File: src/rtl/tmlr_pkg.sv
// Shared types, constants and table builders of the text-mode LCD row refresh core.
`default_nettype none
package tmlr_pkg;

  // Default geometry of the panel
  localparam int COLUMNS_DEF     = 40;
  localparam int ROWS_DEF        = 20;
  localparam int CHAR_HEIGHT_DEF = 12;

  // Widths of the word fields
  localparam int MODE_W   = 3;
  localparam int BYTE_W   = 8;
  localparam int LINE_W   = 5;
  localparam int COLUMN_W = 6;
  localparam int DOTX_W   = 7;
  localparam int DOTY_W   = 6;
  localparam int FADDR_W  = 12;

  // Widest address of either store (64 x 64 cells, 16 x 256 font bytes)
  localparam int ADDR_W = 12;

  // Queue between front and back, result buffer in the back
  localparam int QUEUE_DEPTH  = 2;
  localparam int OFIFO_DEPTH  = 4;

  // Character codes
  localparam logic [BYTE_W-1:0] SPACE_CODE = 8'h20;
  localparam logic [BYTE_W-1:0] DOT_BASE   = 8'h80;
  localparam logic [1:0]        DOT_TAG    = 2'b10;

  // Commands, coded as the mode field
  typedef enum logic [MODE_W-1:0] {
    OP_PUT     = 3'd0,
    OP_SETCUR  = 3'd1,
    OP_PLOT    = 3'd2,
    OP_FONT    = 3'd3,
    OP_REFRESH = 3'd4
  } op_t;

  // Back-end sequencer states
  typedef enum logic [1:0] {
    ST_CLEAR,
    ST_IDLE,
    ST_PLOT_WR,
    ST_REFRESH
  } bstate_t;

  // Decoded command held in the queue
  typedef struct packed {
    op_t               op;
    logic [ADDR_W-1:0] addr;   // cursor, cell or font address
    logic [BYTE_W-1:0] data;   // character, font byte or dot mask
    logic              set;    // dot value
  } cmd_t;

  typedef struct packed {
    logic valid;
    cmd_t cmd;
  } q_wr_t;

  typedef struct packed {
    logic valid;
    cmd_t cmd;
  } q_rd_t;

  // One refresh byte waiting for the panel
  typedef struct packed {
    logic [BYTE_W-1:0] pixels;
    logic              first_line;
    logic              last;
  } out_word_t;

  // Constant quotient and remainder tables over 0..255
  typedef logic [255:0][7:0] tab_t;

  function automatic tab_t quot_tab(input int unsigned d);
    tab_t        t;
    int unsigned q;
    int unsigned r;
    q = 0;
    r = 0;
    for (int i = 0; i < 256; i++) begin
      t[i] = 8'(q);
      r++;
      if (r == d) begin
        r = 0;
        q++;
      end
    end
    return t;
  endfunction

  function automatic tab_t rem_tab(input int unsigned d);
    tab_t        t;
    int unsigned r;
    r = 0;
    for (int i = 0; i < 256; i++) begin
      t[i] = 8'(r);
      r++;
      if (r == d) begin
        r = 0;
      end
    end
    return t;
  endfunction

endpackage
`default_nettype wire

File: src/rtl/tmlr_queue.sv
// Command queue between the front end and the back end.
`default_nettype none
module tmlr_queue (
  input  logic             clk,
  input  logic             rst_n,
  input  tmlr_pkg::q_wr_t  q_wr,
  output logic             q_full,
  output tmlr_pkg::q_rd_t  q_rd,
  input  logic             q_pop
);

  localparam int QAW = $clog2(tmlr_pkg::QUEUE_DEPTH);
  localparam int QCW = $clog2(tmlr_pkg::QUEUE_DEPTH + 1);

  tmlr_pkg::cmd_t   slot_r [tmlr_pkg::QUEUE_DEPTH];
  logic [QAW-1:0]   wr_ptr_r;
  logic [QAW-1:0]   rd_ptr_r;
  logic [QCW-1:0]   cnt_r;
  logic             push;
  logic             pop;

  assign q_full     = (cnt_r == QCW'(tmlr_pkg::QUEUE_DEPTH));
  assign q_rd.valid = (cnt_r != '0);
  assign q_rd.cmd   = slot_r[rd_ptr_r];
  assign push       = q_wr.valid && !q_full;
  assign pop        = q_pop && q_rd.valid;

  // Store the slot
  always_ff @(posedge clk) begin
    if (push) begin
      slot_r[wr_ptr_r] <= q_wr.cmd;
    end
  end

  // Advance pointers and count
  always_ff @(posedge clk) begin
    if (!rst_n) begin
      wr_ptr_r <= '0;
      rd_ptr_r <= '0;
      cnt_r    <= '0;
    end else begin
      if (push) begin
        wr_ptr_r <= wr_ptr_r + 1'b1;
      end
      if (pop) begin
        rd_ptr_r <= rd_ptr_r + 1'b1;
      end
      cnt_r <= cnt_r + QCW'(push) - QCW'(pop);
    end
  end

endmodule
`default_nettype wire

File: config.mk
export PLATFORM = sky130hd
export DESIGN_NAME = tmlr_queue
export DESIGN_NICKNAME = d
export VERILOG_FILES = /design/src/rtl/tmlr_pkg.sv /design/src/rtl/tmlr_queue.sv
export SDC_FILE = /design/constraint.sdc
export NUM_CORES = 1
export LEC_CHECK = 0
export ABC_AREA = 1
export BUFFER_PORTS_ARGS = -buffer_cell sky130_fd_sc_hd__buf_2
export CAP_MARGIN = 20
export CORE_MARGIN = 2
export CORE_UTILIZATION = 51
export DETAILED_ROUTE_END_ITERATION = 6
export GPL_ROUTABILITY_DRIVEN = 0
export MAX_ROUTING_LAYER = met4
export PLACE_DENSITY = 0.77
export SLEW_MARGIN = 20
export SYNTH_ARGS = -nofsm -noshare
export SYNTH_HDL_FRONTEND = slang
export SYNTH_SLANG_ARGS = --single-unit
File: constraint.sdc
create_clock -name clk -period 2.68 [get_ports clk]
set_input_delay 0.804 -clock clk [delete_from_list [all_inputs] [get_ports clk]]
set_output_delay 0.804 -clock clk [all_outputs]
set_load 0.02 [all_outputs]
==> impl_results.md <==
* Setup WS pre-CTS at 0.690 ns
* End-of-flow core utilization at 63.0%
* Diodes inserted at 0
* Port Buffers at 53
* Initial Utilization at 52.5%
* Clock buffer depth at 2
* Share of cells above drive strength 1 at 51.1%
* Synth Instances at 113
* Initial antenna violation count at 0
* Syn_nets at 143
* Post-CTS Setup Repair Bufs at 0
* Max FO, Critical Path at 14
* TritonCTS clock tree: built
* Register bit count reported by yosys at 53
* Post-synthesis xor/xnor area fraction at 0%
* Clk Latency, worst-skew pair at 0.30 ns
* Die area at 4620 sq um
* Worst slew pin tran at 0.488 ns
* Max Clock Freq at 451 MHz
* Final setup fails at 0
* H-Tree Depth at 2
* CP Launch Type: flop
* Fraction of the mapped netlist area in adder cells at 1.20%
* Setup tns final at 0 ns
* TritonRoute pass-1 iters at 4
* Hold buffer count at cts at 0
* CP Data Arrival Time at 1.41 ns
* Post-synthesis simple-gate area fraction at 3.78%
* Overall Power at 0.00229 W
* FILL cells at 278
* Area of placed instances at 2410 sq um
* Maximum VDD drop at 587 uV
* Mux share of post-synthesis cell area at 16.6%
* Yosys cell types at 12
* Global-route wire length before repair at 4.87 mm
* Finished Cell Area at 2500 sq um
* Drt drc at 0
* Crit end category: output port
* Routed wire length at 3.21 mm
* Worst Path Class, Setup: flop to output port
* Mean Syn Cell Area at 18.5 sq um
* GRT Util Overall at 15.5%
* GRT overflow at 0
* Slew headroom at 67.4%
* Worst hold path type: flop to flop
* Via/cell ratio at 4.85
* Largest net degree at the start of global routing at 17
* Clock Root Buffer: clkbuf_8
* Power density over the cells at 916 nW/um^2
* Antenna-violating nets left at 0
* Area Growth Syn to Fin at 20.0%
* Sequential-to-total area share from yosys stat at 73.9%
* Final worst setup slack at 0.463 ns
* PostCTS Resize Cnt at 0
* Cell area after synthesis at 2090 sq um
* Num rows at 23
* Vias at 1,095
* Die Y at 68.0 um
* Static Leak at 1.03 nW
* CP max stage delay at 0.36 ns
* Setup Skew at 0.00573 ns
* Max_cap viols at 0
* Crit path time final at 2.22 ns
* CTS Buf Count at 5
* # IOs at 54
* RSZ-0062 raised after global routing: false
* Drt wl/cell at 14.2 um
* Hold Vio Cnt, Final at 0
* Yosys warnings at 0
* Detailed-placement wirelength estimate at 2.40 mm
* Final Cycle Share at 82.7%
* Clk slew on worst S/H paths at 0.09 ns
* Max-slew violation count at 0
* Fin nets at 205
* Post-synthesis compound-gate area fraction at 0.480%
* Critical path cell sequence: buf_4 -> mux2_2 -> buf_2
* Crit path required time at 1.88 ns
* Largest family of logic cells by synthesized area: multiplexers
* Number of global-route vias before repair at 1,135
* Die X at 68.0 um
* Num Clock Sinks at 53
* 1st-iter DRT viols at 25
* Status: completed
* Slowest CP cell: mux2_2
* Core area at 3970 sq um
[flip-flops by register name (all words and copies together), names as in the netlist, named ones only]
register and count:
cnt_r 2, slot_r 48, wr_ptr_r 1, rd_ptr_r 1
[cell type report]
type	instances	area [sq um]	area share [%]
sequential	53	1540	61.6
clock buffer	6	72.6	2.90
multi-input combinational	48	462	18.5
timing repair buffer	58	315	12.6
clock inverter	2	15.0	0.600
tap	50	62.6	2.50
inverter	9	33.8	1.35
[where the power goes]
group	leakage (nW)	internal [W]	switching, W
Combinational	0.507	0.000337	0.000436
Sequential	0.490	0.00105	0.0000437
Clock	0.0374	0.000184	0.000239
[per-layer routing]
layer / routed length (um) / part of all wire, % / global-route usage (%) / vias to the layer above
li1: - / - / - / 533
met1: 1200 / 37 / 14.5 / 516
met2: 1790 / 56 / 28.6 / 40
met3: 179 / 5.6 / 4.77 / 6
met4: 40 / 1.2 / 6.75 / 0
met5: 0 / 0 / - / -
[cells in the final DEF, fill, tap and decap left out]
cell type   count
ha_1            2
buf_2          53
mux2_4         20
dfxtp_1         5
a21oi_1         2
edfxtp_1       48
mux2_2          4
buf_4           4
inv_1           9
clkinvlp_4      2
nand2_1         9
clkbuf_1        1
nand3_1         3
nor2_1          7
buf_12          1
nor2_2          1
clkbuf_8        5
[synth_stat cells, drive strengths merged]
master	count	area (sq um)
a21oi	2	10.0
inv	9	33.8
nor2	8	30.0
nand3	3	15.0
buf	3	51.3
nand2	9	33.8
edfxtp	48	1440
ha	2	25.0
dfxtp	5	100
mux2	24	345
[cell families after synthesis]
kind of cell,after synthesis
mux,24
simple gates,20
flops,53
compound gates,2
fa+ha+maj,2
buf+inv,12
[final timing paths]
check	start	to	slack [ns]	cells after the start
setup / recovery	flop	q_rd[12]	0.46	3
hold / removal	wr_ptr_r$_SDFFE_PN0P_	wr_ptr_r$_SDFFE_PN0P_	0.54	2
setup reg to reg	cnt_r[0]$_SDFF_PN0_	cnt_r[1]$_SDFF_PN0_	1.01	10
hold reg to reg	wr_ptr_r$_SDFFE_PN0P_	wr_ptr_r$_SDFFE_PN0P_	0.54	2
[through the flow]
| step | cells | hold slack, ns |
|---|---|---|
| after floorplan | 113 | 0.467 |
| after global placement | 218 | 0.490 |
| after detailed placement | 218 | 0.504 |
| after CTS | 226 | 0.537 |
| after global routing | 226 | 0.571 |
| final | 226 | 0.539 |
[worst max-delay path: cells and delay by family (launching register included)]
family   cells  cell delay, ns
buf+inv      2            0.42
mux          1            0.36
flops        1            0.34
Power figures use the tool's default switching activity.
