==> src/rtl/tmlr_pkg.sv <==
// Shared types, constants and table builders of the text-mode LCD row refresh core.
`default_nettype none
package tmlr_pkg;

  // Default geometry of the panel
  localparam int COLUMNS_DEF     = 40;
  localparam int ROWS_DEF        = 20;
  localparam int CHAR_HEIGHT_DEF = 12;

  // Widths of the word fields
  localparam int MODE_W   = 3;
  localparam int BYTE_W   = 8;
  localparam int LINE_W   = 5;
  localparam int COLUMN_W = 6;
  localparam int DOTX_W   = 7;
  localparam int DOTY_W   = 6;
  localparam int FADDR_W  = 12;

  // Widest address of either store (64 x 64 cells, 16 x 256 font bytes)
  localparam int ADDR_W = 12;

  // Queue between front and back, result buffer in the back
  localparam int QUEUE_DEPTH  = 2;
  localparam int OFIFO_DEPTH  = 4;

  // Character codes
  localparam logic [BYTE_W-1:0] SPACE_CODE = 8'h20;
  localparam logic [BYTE_W-1:0] DOT_BASE   = 8'h80;
  localparam logic [1:0]        DOT_TAG    = 2'b10;

  // Commands, coded as the mode field
  typedef enum logic [MODE_W-1:0] {
    OP_PUT     = 3'd0,
    OP_SETCUR  = 3'd1,
    OP_PLOT    = 3'd2,
    OP_FONT    = 3'd3,
    OP_REFRESH = 3'd4
  } op_t;

  // Back-end sequencer states
  typedef enum logic [1:0] {
    ST_CLEAR,
    ST_IDLE,
    ST_PLOT_WR,
    ST_REFRESH
  } bstate_t;

  // Decoded command held in the queue
  typedef struct packed {
    op_t               op;
    logic [ADDR_W-1:0] addr;   // cursor, cell or font address
    logic [BYTE_W-1:0] data;   // character, font byte or dot mask
    logic              set;    // dot value
  } cmd_t;

  typedef struct packed {
    logic valid;
    cmd_t cmd;
  } q_wr_t;

  typedef struct packed {
    logic valid;
    cmd_t cmd;
  } q_rd_t;

  // One refresh byte waiting for the panel
  typedef struct packed {
    logic [BYTE_W-1:0] pixels;
    logic              first_line;
    logic              last;
  } out_word_t;

  // Constant quotient and remainder tables over 0..255
  typedef logic [255:0][7:0] tab_t;

  function automatic tab_t quot_tab(input int unsigned d);
    tab_t        t;
    int unsigned q;
    int unsigned r;
    q = 0;
    r = 0;
    for (int i = 0; i < 256; i++) begin
      t[i] = 8'(q);
      r++;
      if (r == d) begin
        r = 0;
        q++;
      end
    end
    return t;
  endfunction

  function automatic tab_t rem_tab(input int unsigned d);
    tab_t        t;
    int unsigned r;
    r = 0;
    for (int i = 0; i < 256; i++) begin
      t[i] = 8'(r);
      r++;
      if (r == d) begin
        r = 0;
      end
    end
    return t;
  endfunction

endpackage
`default_nettype wire

==> src/rtl/tmlr_in_if.sv <==
// Command channel: valid/ready and the fields of one command word.
`default_nettype none
interface tmlr_in_if;
  logic                           valid;
  logic                           ready;
  logic [tmlr_pkg::MODE_W-1:0]    mode;
  logic [tmlr_pkg::BYTE_W-1:0]    data_byte;
  logic [tmlr_pkg::LINE_W-1:0]    text_line;
  logic [tmlr_pkg::COLUMN_W-1:0]  text_column;
  logic [tmlr_pkg::DOTX_W-1:0]    dot_x;
  logic [tmlr_pkg::DOTY_W-1:0]    dot_y;
  logic                           dot_value;
  logic [tmlr_pkg::FADDR_W-1:0]   font_address;

  modport source (output valid, mode, data_byte, text_line, text_column, dot_x, dot_y,
                  dot_value, font_address, input ready);
  modport sink   (input valid, mode, data_byte, text_line, text_column, dot_x, dot_y,
                  dot_value, font_address, output ready);
endinterface
`default_nettype wire

==> src/rtl/tmlr_front.sv <==
// Front end: takes words, drops no-ops and out-of-range ones, decodes addresses.
`default_nettype none
module tmlr_front #(
  parameter int COLUMNS     = tmlr_pkg::COLUMNS_DEF,
  parameter int ROWS        = tmlr_pkg::ROWS_DEF,
  parameter int CHAR_HEIGHT = tmlr_pkg::CHAR_HEIGHT_DEF
) (
  tmlr_in_if.sink          in_ch,
  input  logic             q_full,
  input  logic             clearing,
  output tmlr_pkg::q_wr_t  q_wr
);

  localparam int DOT_ROWS  = 3 * ROWS;
  localparam int DOT_COLS  = 2 * COLUMNS;
  localparam int FONT_SIZE = CHAR_HEIGHT * 256;

  localparam tmlr_pkg::tab_t ColQuot = tmlr_pkg::quot_tab(COLUMNS);
  localparam tmlr_pkg::tab_t ColRem  = tmlr_pkg::rem_tab(COLUMNS);
  localparam tmlr_pkg::tab_t RowRem  = tmlr_pkg::rem_tab(ROWS);
  localparam tmlr_pkg::tab_t Quot3   = tmlr_pkg::quot_tab(3);
  localparam tmlr_pkg::tab_t Rem3    = tmlr_pkg::rem_tab(3);

  logic        accept;
  logic [7:0]  col_q;
  logic [7:0]  col_r;
  logic [7:0]  line_sum;
  logic [7:0]  line_mod;
  logic [12:0] cur_full;
  logic [7:0]  fy;
  logic [7:0]  fy_q;
  logic [7:0]  fy_r;
  logic [2:0]  bit_sh;
  logic [12:0] cell_full;
  logic        dot_ok;
  logic        font_ok;
  logic        keep;

  // Hold off while the queue is full or the character store is being cleared
  assign in_ch.ready = !q_full && !clearing;
  assign accept      = in_ch.valid && in_ch.ready;

  // Cursor: fold surplus columns into the line, then wrap the line
  assign col_q    = ColQuot[{2'b00, in_ch.text_column}];
  assign col_r    = ColRem[{2'b00, in_ch.text_column}];
  assign line_sum = {3'b000, in_ch.text_line} + col_q;
  assign line_mod = RowRem[line_sum];
  assign cur_full = 13'(line_mod) * 13'(COLUMNS) + 13'(col_r);

  // Dot: flip the row, split it into cell row and bit within the cell
  assign dot_ok    = ({2'b00, in_ch.dot_y} <= 8'(DOT_ROWS - 1)) &&
                     ({1'b0, in_ch.dot_x} < 8'(DOT_COLS));
  assign fy        = 8'(DOT_ROWS - 1) - {2'b00, in_ch.dot_y};
  assign fy_q      = Quot3[fy];
  assign fy_r      = Rem3[fy];
  assign bit_sh    = {1'b0, fy_r[1:0]} + (in_ch.dot_x[0] ? 3'd3 : 3'd0);
  assign cell_full = 13'(fy_q) * 13'(COLUMNS) + 13'(in_ch.dot_x[tmlr_pkg::DOTX_W-1:1]);

  // Font byte: drop addresses beyond the font store
  assign font_ok = ({1'b0, in_ch.font_address} < 13'(FONT_SIZE));

  // Classify the word
  always_comb begin
    keep            = 1'b0;
    q_wr.cmd.op     = tmlr_pkg::OP_PUT;
    q_wr.cmd.addr   = '0;
    q_wr.cmd.data   = in_ch.data_byte;
    q_wr.cmd.set    = in_ch.dot_value;
    unique case (in_ch.mode)
      tmlr_pkg::OP_PUT: begin
        keep = 1'b1;
      end
      tmlr_pkg::OP_SETCUR: begin
        keep          = 1'b1;
        q_wr.cmd.op   = tmlr_pkg::OP_SETCUR;
        q_wr.cmd.addr = cur_full[tmlr_pkg::ADDR_W-1:0];
      end
      tmlr_pkg::OP_PLOT: begin
        keep          = dot_ok;
        q_wr.cmd.op   = tmlr_pkg::OP_PLOT;
        q_wr.cmd.addr = cell_full[tmlr_pkg::ADDR_W-1:0];
        q_wr.cmd.data = 8'd1 << bit_sh;
      end
      tmlr_pkg::OP_FONT: begin
        keep          = font_ok;
        q_wr.cmd.op   = tmlr_pkg::OP_FONT;
        q_wr.cmd.addr = in_ch.font_address;
      end
      tmlr_pkg::OP_REFRESH: begin
        keep        = 1'b1;
        q_wr.cmd.op = tmlr_pkg::OP_REFRESH;
      end
      default: begin
        keep = 1'b0;
      end
    endcase
    q_wr.valid = accept && keep;
  end

endmodule
`default_nettype wire

==> src/flat_wrapper.sv <==
// flat-port wrapper written by rule: the top's interface ports become plain ports
module tmlr_front_flat 
#(
  parameter int COLUMNS     = tmlr_pkg::COLUMNS_DEF,
  parameter int ROWS        = tmlr_pkg::ROWS_DEF,
  parameter int CHAR_HEIGHT = tmlr_pkg::CHAR_HEIGHT_DEF
)
  (q_full, clearing, q_wr, in_ch_valid, in_ch_mode, in_ch_data_byte, in_ch_text_line, in_ch_text_column, in_ch_dot_x, in_ch_dot_y, in_ch_dot_value, in_ch_font_address, in_ch_ready);
  tmlr_in_if in_ch_i ();
  input  logic q_full;
  input  logic clearing;
  output tmlr_pkg::q_wr_t q_wr;
  input wire logic [$bits(in_ch_i.valid)-1:0] in_ch_valid;
  input wire logic [$bits(in_ch_i.mode)-1:0] in_ch_mode;
  input wire logic [$bits(in_ch_i.data_byte)-1:0] in_ch_data_byte;
  input wire logic [$bits(in_ch_i.text_line)-1:0] in_ch_text_line;
  input wire logic [$bits(in_ch_i.text_column)-1:0] in_ch_text_column;
  input wire logic [$bits(in_ch_i.dot_x)-1:0] in_ch_dot_x;
  input wire logic [$bits(in_ch_i.dot_y)-1:0] in_ch_dot_y;
  input wire logic [$bits(in_ch_i.dot_value)-1:0] in_ch_dot_value;
  input wire logic [$bits(in_ch_i.font_address)-1:0] in_ch_font_address;
  output wire logic [$bits(in_ch_i.ready)-1:0] in_ch_ready;
  assign in_ch_i.valid = in_ch_valid;
  assign in_ch_i.mode = in_ch_mode;
  assign in_ch_i.data_byte = in_ch_data_byte;
  assign in_ch_i.text_line = in_ch_text_line;
  assign in_ch_i.text_column = in_ch_text_column;
  assign in_ch_i.dot_x = in_ch_dot_x;
  assign in_ch_i.dot_y = in_ch_dot_y;
  assign in_ch_i.dot_value = in_ch_dot_value;
  assign in_ch_i.font_address = in_ch_font_address;
  assign in_ch_ready = in_ch_i.ready;
  tmlr_front #(.COLUMNS(COLUMNS), .ROWS(ROWS), .CHAR_HEIGHT(CHAR_HEIGHT)) u_core (.in_ch(in_ch_i), .q_full(q_full), .clearing(clearing), .q_wr(q_wr));
endmodule
==> config.mk <==
export PLATFORM = sky130hd
export DESIGN_NAME = tmlr_front_flat
export DESIGN_NICKNAME = d
export VERILOG_FILES = /design/src/rtl/tmlr_pkg.sv /design/src/rtl/tmlr_in_if.sv /design/src/rtl/tmlr_front.sv /design/src/flat_wrapper.sv
export SDC_FILE = /design/constraint.sdc
export NUM_CORES = 1
export LEC_CHECK = 0
export BUFFER_PORTS_ARGS = -buffer_cell sky130_fd_sc_hd__buf_4
export CAP_MARGIN = 20
export CORE_ASPECT_RATIO = 1.75
export CORE_MARGIN = 2
export CORE_UTILIZATION = 49
export DETAILED_ROUTE_END_ITERATION = 10
export PLACE_DENSITY_LB_ADDON = 0.12
export SYNTH_ARGS = -nofsm -noshare
export SYNTH_HDL_FRONTEND = slang
export SYNTH_SLANG_ARGS = --single-unit
==> constraint.sdc <==
create_clock -name vclk -period 4.05
set_input_delay 0.405 -clock vclk [all_inputs]
set_output_delay 0.405 -clock vclk [all_outputs]
set_load 0.01 [all_outputs]
==> out/metrics.csv, run 1 <==
stage,metric,value,unit
final_layout,layout.clock_buffers,0,
floorplan,ios,77,
power,ir_drop_worst_vdd,212,µV
routing,detail_route.first_pass.iterations,5,
timing,final_hold_viol_count,0,
timing,rsz0062_at_grt,true,
timing,post-route-period-util,104,%
yosys,synth_cell_types,73,
worst_setup_path,timing.critical_path.to_type,output pin,
worst_hold_path,min-delay-path-class,in -> out,
routing,drt-vias-per-instance,5.85,
grt,gr-max-usage-layer,met2,
routing,drt.antenna.violating_nets,0,
yosys,synth_warnings,0,
run_status,failing_checks,setup timing,
final_layout,num_antenna_cells,0,
power,power_per_cell_area,197,nW/µm²
timing,timing.slew.headroom,52.6,%
floorplan,dieWidth,55.8,µm
routing,detail_route.drc_violations,0,
timing,timing.fmax,0.238,GHz
place,dp_hpwl,6200,µm
yosys,post-synth-top-area-fraction,17.4,%
timing,setup_ws,-0.153,ns
timing,finalWorstPathRequiredPeriod,4.20,ns
floorplan,start_util,50.2,%
grt,antenna_found_initial,0,
worst_setup_path,startpoint,in_ch_text_column[3],
job,drv.max_cap_violation_count,0,
grt,grt-ovfl-total,0,
final_layout,final_layout_size_suffix_gt1_share,47.2,%
routing,detailroute.via_count,2857,
worst_setup_path,crit_type,in -> out,
yosys,postSynthNetCount,402,
grt,track_usage,28.8,%
routing,wire_length_per_cell,16.1,µm
timing,final_max_slew_viol_count,0,
floorplan,die_h,94.6,µm
final_layout,total_of_fill_cells_in_the_finished_design,312,
final_layout,post-route-util,80.7,%
yosys,synth_largest_area_cell,sky130_fd_sc_hd__ha_1,
place,placement.io_buffers,75,
timing,finalSetupViolations,3,
final_layout,area.growth.synth_to_final,61.0,%
worst_setup_path,worst_setup_path_start_kind,primary input,
place,place_ws,-0.310,ns
grt,grt_first_pass_wirelength,12500,µm
final_layout,numSequentialCells,0,
routing,drtIter0Drc,127,
final_layout,area_of_combinational_cells_with_multiple_inputs,2520,µm²
grt,first_global_vias,2878,
grt,grtUsageMet2,62.8,%
final_layout,net_total_in_the_final_layout,526,
power,power.leakage,1.70,nW
yosys,synthesis.area,2300,µm²
worst_setup_path,worst_ep_required_time,3.64,ns
worst_setup_path,worstPathArrival,3.80,ns
grt,met3_usage,0.685,%
place,finalWeightedCongestion,0.884,
worst_setup_path,critical_path.endpoint,q_wr[18],
worst_setup_path,worst-path-max-fanout,3,
routing,detail_route.wirelength,7870,µm
grt,largest_net_degree_at_the_start_of_global_routing,22,
yosys,yosys-top-cells-area,"sky130_fd_sc_hd__ha_1, sky130_fd_sc_hd__nand2_1, sky130_fd_sc_hd__fa_1",
worst_hold_path,worstHoldStart,in_ch_dot_value,
final_layout,regArea,0,µm²
run_status,status,"complete, but fails checks",
floorplan,dieArea,5280,µm²
yosys,synthCells,314,
floorplan,rows,33,
timing,transition_time_at_the_pin_with_the_least_slew_margin,0.711,ns
grt,groute.layer.met1.usage,28.0,%
yosys,synth_sequential_area_ratio,0,%
yosys,synth.avg_cell_area,7.32,µm²
floorplan,placeableCoreArea,4580,µm²
layout by cell type, fill, tap and decap left out, types with 7 or more instances in the layout:
cell                       netlist  routed
sky130_fd_sc_hd__o21ai_0        17      16
sky130_fd_sc_hd__nand2_1        39      37
sky130_fd_sc_hd__nand3_1        17      11
sky130_fd_sc_hd__nand2b_1        7       7
sky130_fd_sc_hd__inv_1          15      14
sky130_fd_sc_hd__nor2_1         20      20
sky130_fd_sc_hd__a21oi_1        18      14
sky130_fd_sc_hd__buf_6           3       9
sky130_fd_sc_hd__buf_4           2     127
sky130_fd_sc_hd__ha_4            0       8
sky130_fd_sc_hd__mux2_2          7       7
sky130_fd_sc_hd__ha_1           32      22
area by class of cell:
type               count  area share [%]
multi-input cells    284            68.1
inverters             16            1.62
repair buffers       136            28.5
well taps             52            1.76
synth_stat cells (all sizes together), types with 3 or more instances:
library cell and instances:
nand2 40, ha 32, nor2 20, o21ai 20, a21oi 18, nand3 17, inv 15, xnor2 11
xor2 11, buf 8, mux2 8, nand2b 7, clkbuf 6, a22oi 5, fa 5, nand4 5
nor2b 5, o211ai 5, and2 4, o21a 4, o22ai 4, o41ai 4, or3 4, a21o 3
a31oi 3, mux2i 3, nand3b 3, o31ai 3
worst max-delay path, cell delays in order:
cell                       delay [ns]
sky130_fd_sc_hd__buf_6           0.09
sky130_fd_sc_hd__o21a_1          0.20
sky130_fd_sc_hd__ha_4            0.17
sky130_fd_sc_hd__ha_4            0.17
sky130_fd_sc_hd__xor2_4          0.19
sky130_fd_sc_hd__ha_1            0.27
sky130_fd_sc_hd__nand2_1         0.05
sky130_fd_sc_hd__nand2_1         0.07
sky130_fd_sc_hd__nand2_1         0.05
sky130_fd_sc_hd__o211ai_1        0.11
sky130_fd_sc_hd__a32oi_2         0.12
sky130_fd_sc_hd__ha_2            0.25
sky130_fd_sc_hd__ha_4            0.17
sky130_fd_sc_hd__fa_2            0.42
sky130_fd_sc_hd__xor2_2          0.19
sky130_fd_sc_hd__nand4_1         0.19
sky130_fd_sc_hd__xnor2_1         0.18
sky130_fd_sc_hd__xnor2_1         0.13
sky130_fd_sc_hd__a22o_1          0.23
sky130_fd_sc_hd__buf_6           0.13
timing repair:
action / 4_1_cts / 5_1_grt
pin swaps: 16 / 11
resized for setup: 44 / 20
hold buffers: 0 / 0
endpoints found under the setup margin: 4 / 6
hold endpoints to repair: 0 / 0
setup buffers: 7 / 0
kinds of logic (layout without fill, tap and decap cells):
logic type / after synthesis / count (layout) / share of synthesized area, %
AOI/OAI and AO/OA: 94 / 94 / 30.8
xor gates and xnor gates: 22 / 22 / 8.38
adders and majority gates: 37 / 37 / 21.8
buffers and inverters: 30 / 152 / 6.26
muxes: 11 / 11 / 5.39
and+or+nand+nor: 120 / 120 / 27.4
worst min-delay path by stage:
stage	end	cells after the start
2_1_floorplan	in_ch_ready	1
3_3_place_gp	q_wr[0]	0
3_5_place_dp	q_wr[0]	0
4_1_cts	q_wr[0]	0
5_1_grt	q_wr[0]	0
6_report	q_wr[0]	0
where the power goes:
part	total, W	switching, W	leakage, nW	internal (W)
clock	0	0	0	0
sequential	0	0	0	0
combinational	0.000731	0.000359	1.70	0.000371
layer usage:
layer / vias to the layer above / wire (µm)
met5: - / 0
met2: 86 / 4700
met4: 0 / 221
met3: 18 / 224
li1: 1407 / -
met1: 1346 / 2720
metrics by stage:
stage / TNS [ns] / std cells / hold slack (ns) / total power (W) / cell area, µm²
6_report: -0.321 / 488 / 0.810 / 0.000731 / 3700
3_5_place_dp: -0.981 / 481 / 0.810 / 0.000617 / 3300
2_1_floorplan: 0 / 314 / 0.860 / 0.000377 / 2350
5_1_grt: -0.928 / 488 / 0.810 / 0.000798 / 3700
3_3_place_gp: -0.754 / 481 / 0.810 / 0.000604 / 3300
4_1_cts: -0.157 / 488 / 0.810 / 0.000678 / 3590
Power figures use the tool's default switching activity.
==> run 2, diff against run 1 <==
--- a/config.mk
+++ b/config.mk
@@ -9,7 +9,7 @@
 export CAP_MARGIN = 20
 export CORE_ASPECT_RATIO = 1.75
 export CORE_MARGIN = 2
-export CORE_UTILIZATION = 49
+export CORE_UTILIZATION = 58
 export DETAILED_ROUTE_END_ITERATION = 10
 export PLACE_DENSITY_LB_ADDON = 0.12
 export SYNTH_ARGS = -nofsm -noshare
==> constraint.sdc (replaced) <==
create_clock -name vclk -period 5.35
set_input_delay 0.535 -clock vclk [all_inputs]
set_output_delay 0.535 -clock vclk [all_outputs]
set_load 0.01 [all_outputs]
==> out/metrics.csv, run 2 (same netlist as run 1, synthesis figures left out) <==
stage,metric,value,unit,change
run_status,status,completed,,
floorplan,start_util,60.0,%,+9.9 points
final_layout,net_total_in_the_final_layout,469,,-11%
timing,setup_ws,0.244,ns,+0.397 ns
worst_hold_path,worstHoldStart,in_ch_dot_value,,
routing,detail_route.first_pass.iterations,4,,-1
timing,transition_time_at_the_pin_with_the_least_slew_margin,0.670,ns,-0.0410 ns
floorplan,ios,77,,unchanged
final_layout,total_of_fill_cells_in_the_finished_design,330,,+5.8%
worst_setup_path,worst_path_max_delay_cell,sky130_fd_sc_hd__fa_1,,
place,place_ws,0.276,ns,+0.587 ns
place,placed_cells,427,,-11%
final_layout,fin_cells,427,,-13%
routing,wl_met1,2480,µm,-8.8%
final_layout,post-route-util,74.9,%,-5.8 points
place,placement.io_buffers,75,,unchanged
timing,finalSetupViolations,0,,-3
worst_hold_path,whs_path_depth,0,,unchanged
grt,antenna_found_initial,0,,unchanged
worst_setup_path,timing.critical_path.to_type,output pin,,
routing,highest_layer_used_for_signal_routing,met4,,
worst_setup_path,crit_path_max_incr_delay,0.50,ns,+0.08 ns
grt,first_global_vias,2537,,-12%
floorplan,dieArea,4500,µm²,-15%
final_layout,most_common_cell_after_layout_fill_and_taps_aside,sky130_fd_sc_hd__buf_4,,
clock_tree,cts.repair.resized,0,,-100%
worst_hold_path,holdPathEnd,q_wr[0],,
worst_setup_path,worst_setup_path_start_kind,primary input,,
place,place_area,2870,µm²,-13%
routing,drtIter0Drc,78,,-39%
power,power.leakage,1.36,nW,-20%
worst_setup_path,worstPathArrival,4.57,ns,+0.77 ns
final_layout,post-route-cell-area,2870,µm²,-22%
final_layout,area.growth.synth_to_final,24.8,%,
final_layout,final_layout_size_suffix_gt1_share,26.9,%,-20 points
timing,rsz0062_at_grt,false,,
timing,final_hold_viol_count,0,,unchanged
power,power_per_cell_area,142,nW/µm²,-28%
place,dp_hpwl,5950,µm,-4.1%
floorplan,rows,30,,-9.1%
routing,met2RoutedLength,4090,µm,-13%
worst_setup_path,worst-path-max-fanout,7,,+4
power,ir_drop_worst_vdd,132,µV,-38%
timing,timing.slew.headroom,55.3,%,+2.7 points
floorplan,placeableCoreArea,3830,µm²,-16%
worst_setup_path,cp_cell_sequence,buf_4 > o21a_1 > ha_1 > ha_1 > xor2_1 > ha_1 > nand2_1 > nand2_1 > nand2_1 > o211ai_1 > a32oi_1 > ha_1 > fa_1 > xor2_1 > nand4_1 > xnor2_1 > xnor2_1 > a22o_1 > buf_4,,
timing,timing.fmax,0.196,GHz,
routing,wire_length_per_cell,16.6,µm,+2.8%
routing,detailroute.wirelength.met3,182,µm,-19%
timing,finalWorstPathRequiredPeriod,5.11,ns,
grt,largest_net_degree_at_the_start_of_global_routing,22,,unchanged
floorplan,dieWidth,51.6,µm,-7.5%
job,drv.max_cap_violation_count,0,,unchanged
routing,drt-vias-per-instance,6.17,,+5.4%
final_layout,num_antenna_cells,0,,unchanged
routing,drt.antenna.violating_nets,0,,unchanged
grt,track_usage,31.0,%,+2.2 points
worst_setup_path,worst_ep_required_time,4.82,ns,+1.18 ns
clock_tree,ctsHoldBuffers,0,,unchanged
grt,grt-ovfl-total,0,,unchanged
worst_setup_path,path_common_cell,sky130_fd_sc_hd__ha_1,,
routing,detail_route.wirelength,7070,µm,-10%
timing,post-route-period-util,95.4,%,
worst_hold_path,min-delay-path-class,in -> out,,
final_layout,area_of_combinational_cells_with_multiple_inputs,2150,µm²,-14%
worst_setup_path,crit_type,in -> out,,
timing,finalSetupTns,0,ns,+0.321 ns
grt,grt_first_pass_wirelength,11000,µm,-12%
final_layout,regArea,0,µm²,unchanged
place,finalWeightedCongestion,0.935,,+5.8%
routing,detailroute.via_count,2635,,-7.8%
final_layout,most_used_cells_in_the_layout_excluding_fill_and_tap_cells,"sky130_fd_sc_hd__buf_4, sky130_fd_sc_hd__nand2_1, sky130_fd_sc_hd__ha_1",,
floorplan,die_h,87.3,µm,-7.7%
final_layout,numSequentialCells,0,,unchanged
routing,detail_route.drc_violations,0,,unchanged
clock_tree,post-cts-setup-buffer-count,0,,-7
final_layout,layout.clock_buffers,0,,unchanged
timing,final_max_slew_viol_count,0,,unchanged
[run 2: cell types whose count changed in the layout (fill, tap and decap cells not counted), sizes merged]
cell	previous run	this run
buf	136	79
[run 2: stage by stage]
step | total power [W] | hold WS (ns)
2_1_floorplan | 0.000280 | 1.12
3_3_place_gp | 0.000393 | 1.07
3_5_place_dp | 0.000401 | 1.07
4_1_cts | 0.000405 | 1.07
5_1_grt | 0.000447 | 1.07
6_report | 0.000409 | 1.07
[run 2: worst max path at each step]
stage | cells past startpoint | end | startpoint
finish | 19 | q_wr[18] | in_ch_text_column[4]
global route | 19 | q_wr[19] | in_ch_text_column[4]
CTS | 19 | q_wr[18] | in_ch_text_column[4]
detailed placement | 19 | q_wr[19] | in_ch_text_column[4]
global placement | 19 | q_wr[18] | in_ch_text_column[4]
floorplan | 17 | q_wr[18] | in_ch_text_column[4]
[run 2: metal layers]
metal	vias to the layer above	GRT usage (%)
met3	28	1.55
li1	1295	-
met5	-	0
met1	1229	28.9
met2	83	64.8
met4	0	13.2
[run 2: where the power goes]
group | total, W | switching, W | internal [W]
registers | 0 | 0 | 0
clock network | 0 | 0 | 0
logic | 0.000409 | 0.000226 | 0.000183
[run 2: area by class of cell]
type	instances	share of cell area, %
Multi-Input combinational cell	284	75.1
Timing Repair Buffer	79	20.7
Inverter	16	2.09
Tap cell	48	2.09
[run 2: worst max-delay path, delay by kind of cell]
kind	cells	cell delay, ns
adder cells (fa/ha/maj)	5	1.64
XOR/XNOR	4	0.93
AO/OA/AOI/OAI	4	0.84
AND/OR/NAND/NOR	4	0.38
buffers and inverters	2	0.26
==> run 3, diff against run 2 <==
--- a/config.mk
+++ b/config.mk
@@ -7,9 +7,11 @@
 export LEC_CHECK = 0
 export BUFFER_PORTS_ARGS = -buffer_cell sky130_fd_sc_hd__buf_4
 export CAP_MARGIN = 20
+export CELL_PAD_IN_SITES_DETAIL_PLACEMENT = 0
+export CELL_PAD_IN_SITES_GLOBAL_PLACEMENT = 1
 export CORE_ASPECT_RATIO = 1.75
 export CORE_MARGIN = 2
-export CORE_UTILIZATION = 58
+export CORE_UTILIZATION = 38
 export DETAILED_ROUTE_END_ITERATION = 10
 export PLACE_DENSITY_LB_ADDON = 0.12
 export SYNTH_ARGS = -nofsm -noshare
==> constraint.sdc (replaced) <==
create_clock -name vclk -period 5.8
set_input_delay 0.58 -clock vclk [all_inputs]
set_output_delay 0.58 -clock vclk [all_outputs]
set_load 0.01 [all_outputs]
==> out/metrics.csv, run 3 (same netlist as run 1, synthesis figures left out) <==
stage,metric,value,unit,change
run_status,status,completed,,
routing,detail_route.first_pass.iterations,4,,unchanged
timing,transition_time_at_the_pin_with_the_least_slew_margin,0.665,ns,-0.00505 ns
routing,drt.antenna.violating_nets,0,,unchanged
worst_setup_path,crit_type,in -> out,,
floorplan,rows,37,,+23%
timing,finalSetupViolations,0,,unchanged
worst_setup_path,worst_ep_required_time,5.22,ns,+0.40 ns
floorplan,placeableCoreArea,5880,µm²,+54%
timing,finalWorstPathRequiredPeriod,5.18,ns,
place,placement.io_buffers,75,,unchanged
routing,drtIter0Drc,108,,+38%
routing,detail_route.drc_violations,0,,unchanged
final_layout,post-route-cell-area,2890,µm²,+0.79%
worst_setup_path,worstPathArrival,4.60,ns,+0.03 ns
timing,final_hold_viol_count,0,,unchanged
place,dp_hpwl,6200,µm,+4.2%
worst_hold_path,min-delay-path-class,in -> out,,
final_layout,num_antenna_cells,0,,unchanged
final_layout,most_used_cells_in_the_layout_excluding_fill_and_tap_cells,"sky130_fd_sc_hd__buf_4, sky130_fd_sc_hd__nand2_1, sky130_fd_sc_hd__ha_1",,
timing,timing.fmax,0.193,GHz,
grt,antenna_found_initial,0,,unchanged
floorplan,die_h,107,µm,+22%
power,power_per_cell_area,126,nW/µm²,-12%
job,drv.max_cap_violation_count,0,,unchanged
final_layout,area_of_combinational_cells_with_multiple_inputs,2150,µm²,unchanged
place,finalWeightedCongestion,0.861,,-7.9%
final_layout,most_common_cell_after_layout_fill_and_taps_aside,sky130_fd_sc_hd__buf_4,,
grt,grt_first_pass_wirelength,11100,µm,+1.3%
timing,post-route-period-util,89.4,%,
final_layout,total_of_fill_cells_in_the_finished_design,643,,+95%
grt,largest_net_degree_at_the_start_of_global_routing,22,,unchanged
routing,detail_route.wirelength,7010,µm,-0.85%
floorplan,dieWidth,62.8,µm,+22%
floorplan,dieArea,6710,µm²,+49%
timing,finalSetupTns,0,ns,unchanged
clock_tree,post-cts-setup-buffer-count,0,,unchanged
clock_tree,cts.repair.resized,0,,unchanged
power,power.leakage,1.35,nW,-0.74%
floorplan,ios,77,,unchanged
final_layout,layout.clock_buffers,0,,unchanged
grt,grt-ovfl-total,0,,unchanged
grt,track_usage,20.3,%,-11 points
worst_setup_path,worst_setup_path_start_kind,primary input,,
power,power,0.000363,W,-11%
clock_tree,ctsHoldBuffers,0,,unchanged
timing,rsz0062_at_grt,false,,
routing,drt-vias-per-instance,5.47,,-11%
timing,final_max_slew_viol_count,0,,unchanged
final_layout,numSequentialCells,0,,unchanged
final_layout,final_layout_size_suffix_gt1_share,26.5,%,-0.39 points
routing,wire_length_per_cell,15.4,µm,-6.9%
place,place_area,2890,µm²,+0.79%
final_layout,area.growth.synth_to_final,25.7,%,
final_layout,post-route-util,49.2,%,-26 points
final_layout,net_total_in_the_final_layout,467,,-0.43%
grt,first_global_vias,2387,,-5.9%
worst_setup_path,worst-path-max-fanout,10,,+3
timing,timing.slew.headroom,55.5,%,+0.19 points
worst_setup_path,timing.critical_path.to_type,output pin,,
final_layout,regArea,0,µm²,unchanged
power,ir_drop_worst_vdd,56.4,µV,-57%
floorplan,start_util,39.1,%,-21 points
routing,detailroute.via_count,2491,,-5.5%
[run 3: power by group]
part	switching, W	internal (W)
Combinational	0.000198	0.000165
Clock	0	0
Sequential	0	0
Total	0.000198	0.000165
[run 3: per-stage QoR]
step	worst slack (ns)	std cells	hold WS, ns
6_report	0.617	455	1.16
5_1_grt	0.167	455	1.16
4_1_cts	0.622	455	1.16
3_5_place_dp	0.637	455	1.16
3_3_place_gp	0.693	455	1.16
2_1_floorplan	1.22	314	1.21
[run 3: worst paths after layout]
check	start	endpoint	slack, ns	cells past startpoint
worst max-delay path	in_ch_text_column[4]	q_wr[18]	0.62	18
worst min-delay path	in_ch_dot_value	q_wr[0]	1.16	0
[run 3: area by class of cell]
| class | instances | area share (%) |
|---|---|---|
| Timing Repair Buffer | 77 | 20.0 |
| Inverter | 16 | 2.08 |
| Multi-Input combinational cell | 284 | 74.5 |
| Tap cell | 78 | 3.38 |
[run 3: worst max-delay path: stages]
cell and delay [ns]:
sky130_fd_sc_hd__buf_4 0.12, sky130_fd_sc_hd__o21a_1 0.19, sky130_fd_sc_hd__ha_1 0.25, sky130_fd_sc_hd__ha_1 0.35, sky130_fd_sc_hd__xor2_1 0.31, sky130_fd_sc_hd__inv_1 0.10, sky130_fd_sc_hd__ha_1 0.19, sky130_fd_sc_hd__a21boi_4 0.14
sky130_fd_sc_hd__o211ai_4 0.19, sky130_fd_sc_hd__o211ai_4 0.16, sky130_fd_sc_hd__ha_1 0.37, sky130_fd_sc_hd__fa_1 0.48, sky130_fd_sc_hd__xor2_1 0.34, sky130_fd_sc_hd__nand4_1 0.16, sky130_fd_sc_hd__xnor2_1 0.16, sky130_fd_sc_hd__xnor2_1 0.14
sky130_fd_sc_hd__a22o_1 0.23, sky130_fd_sc_hd__buf_4 0.14
[run 3: layer usage]
layer | track usage (%) | up-vias | wire (µm)
met4 | 4.76 | 0 | 189
met5 | 0 | - | 0
met1 | 19.0 | 1133 | 2290
met3 | 0.630 | 10 | 160
li1 | - | 1298 | -
met2 | 45.6 | 50 | 4380
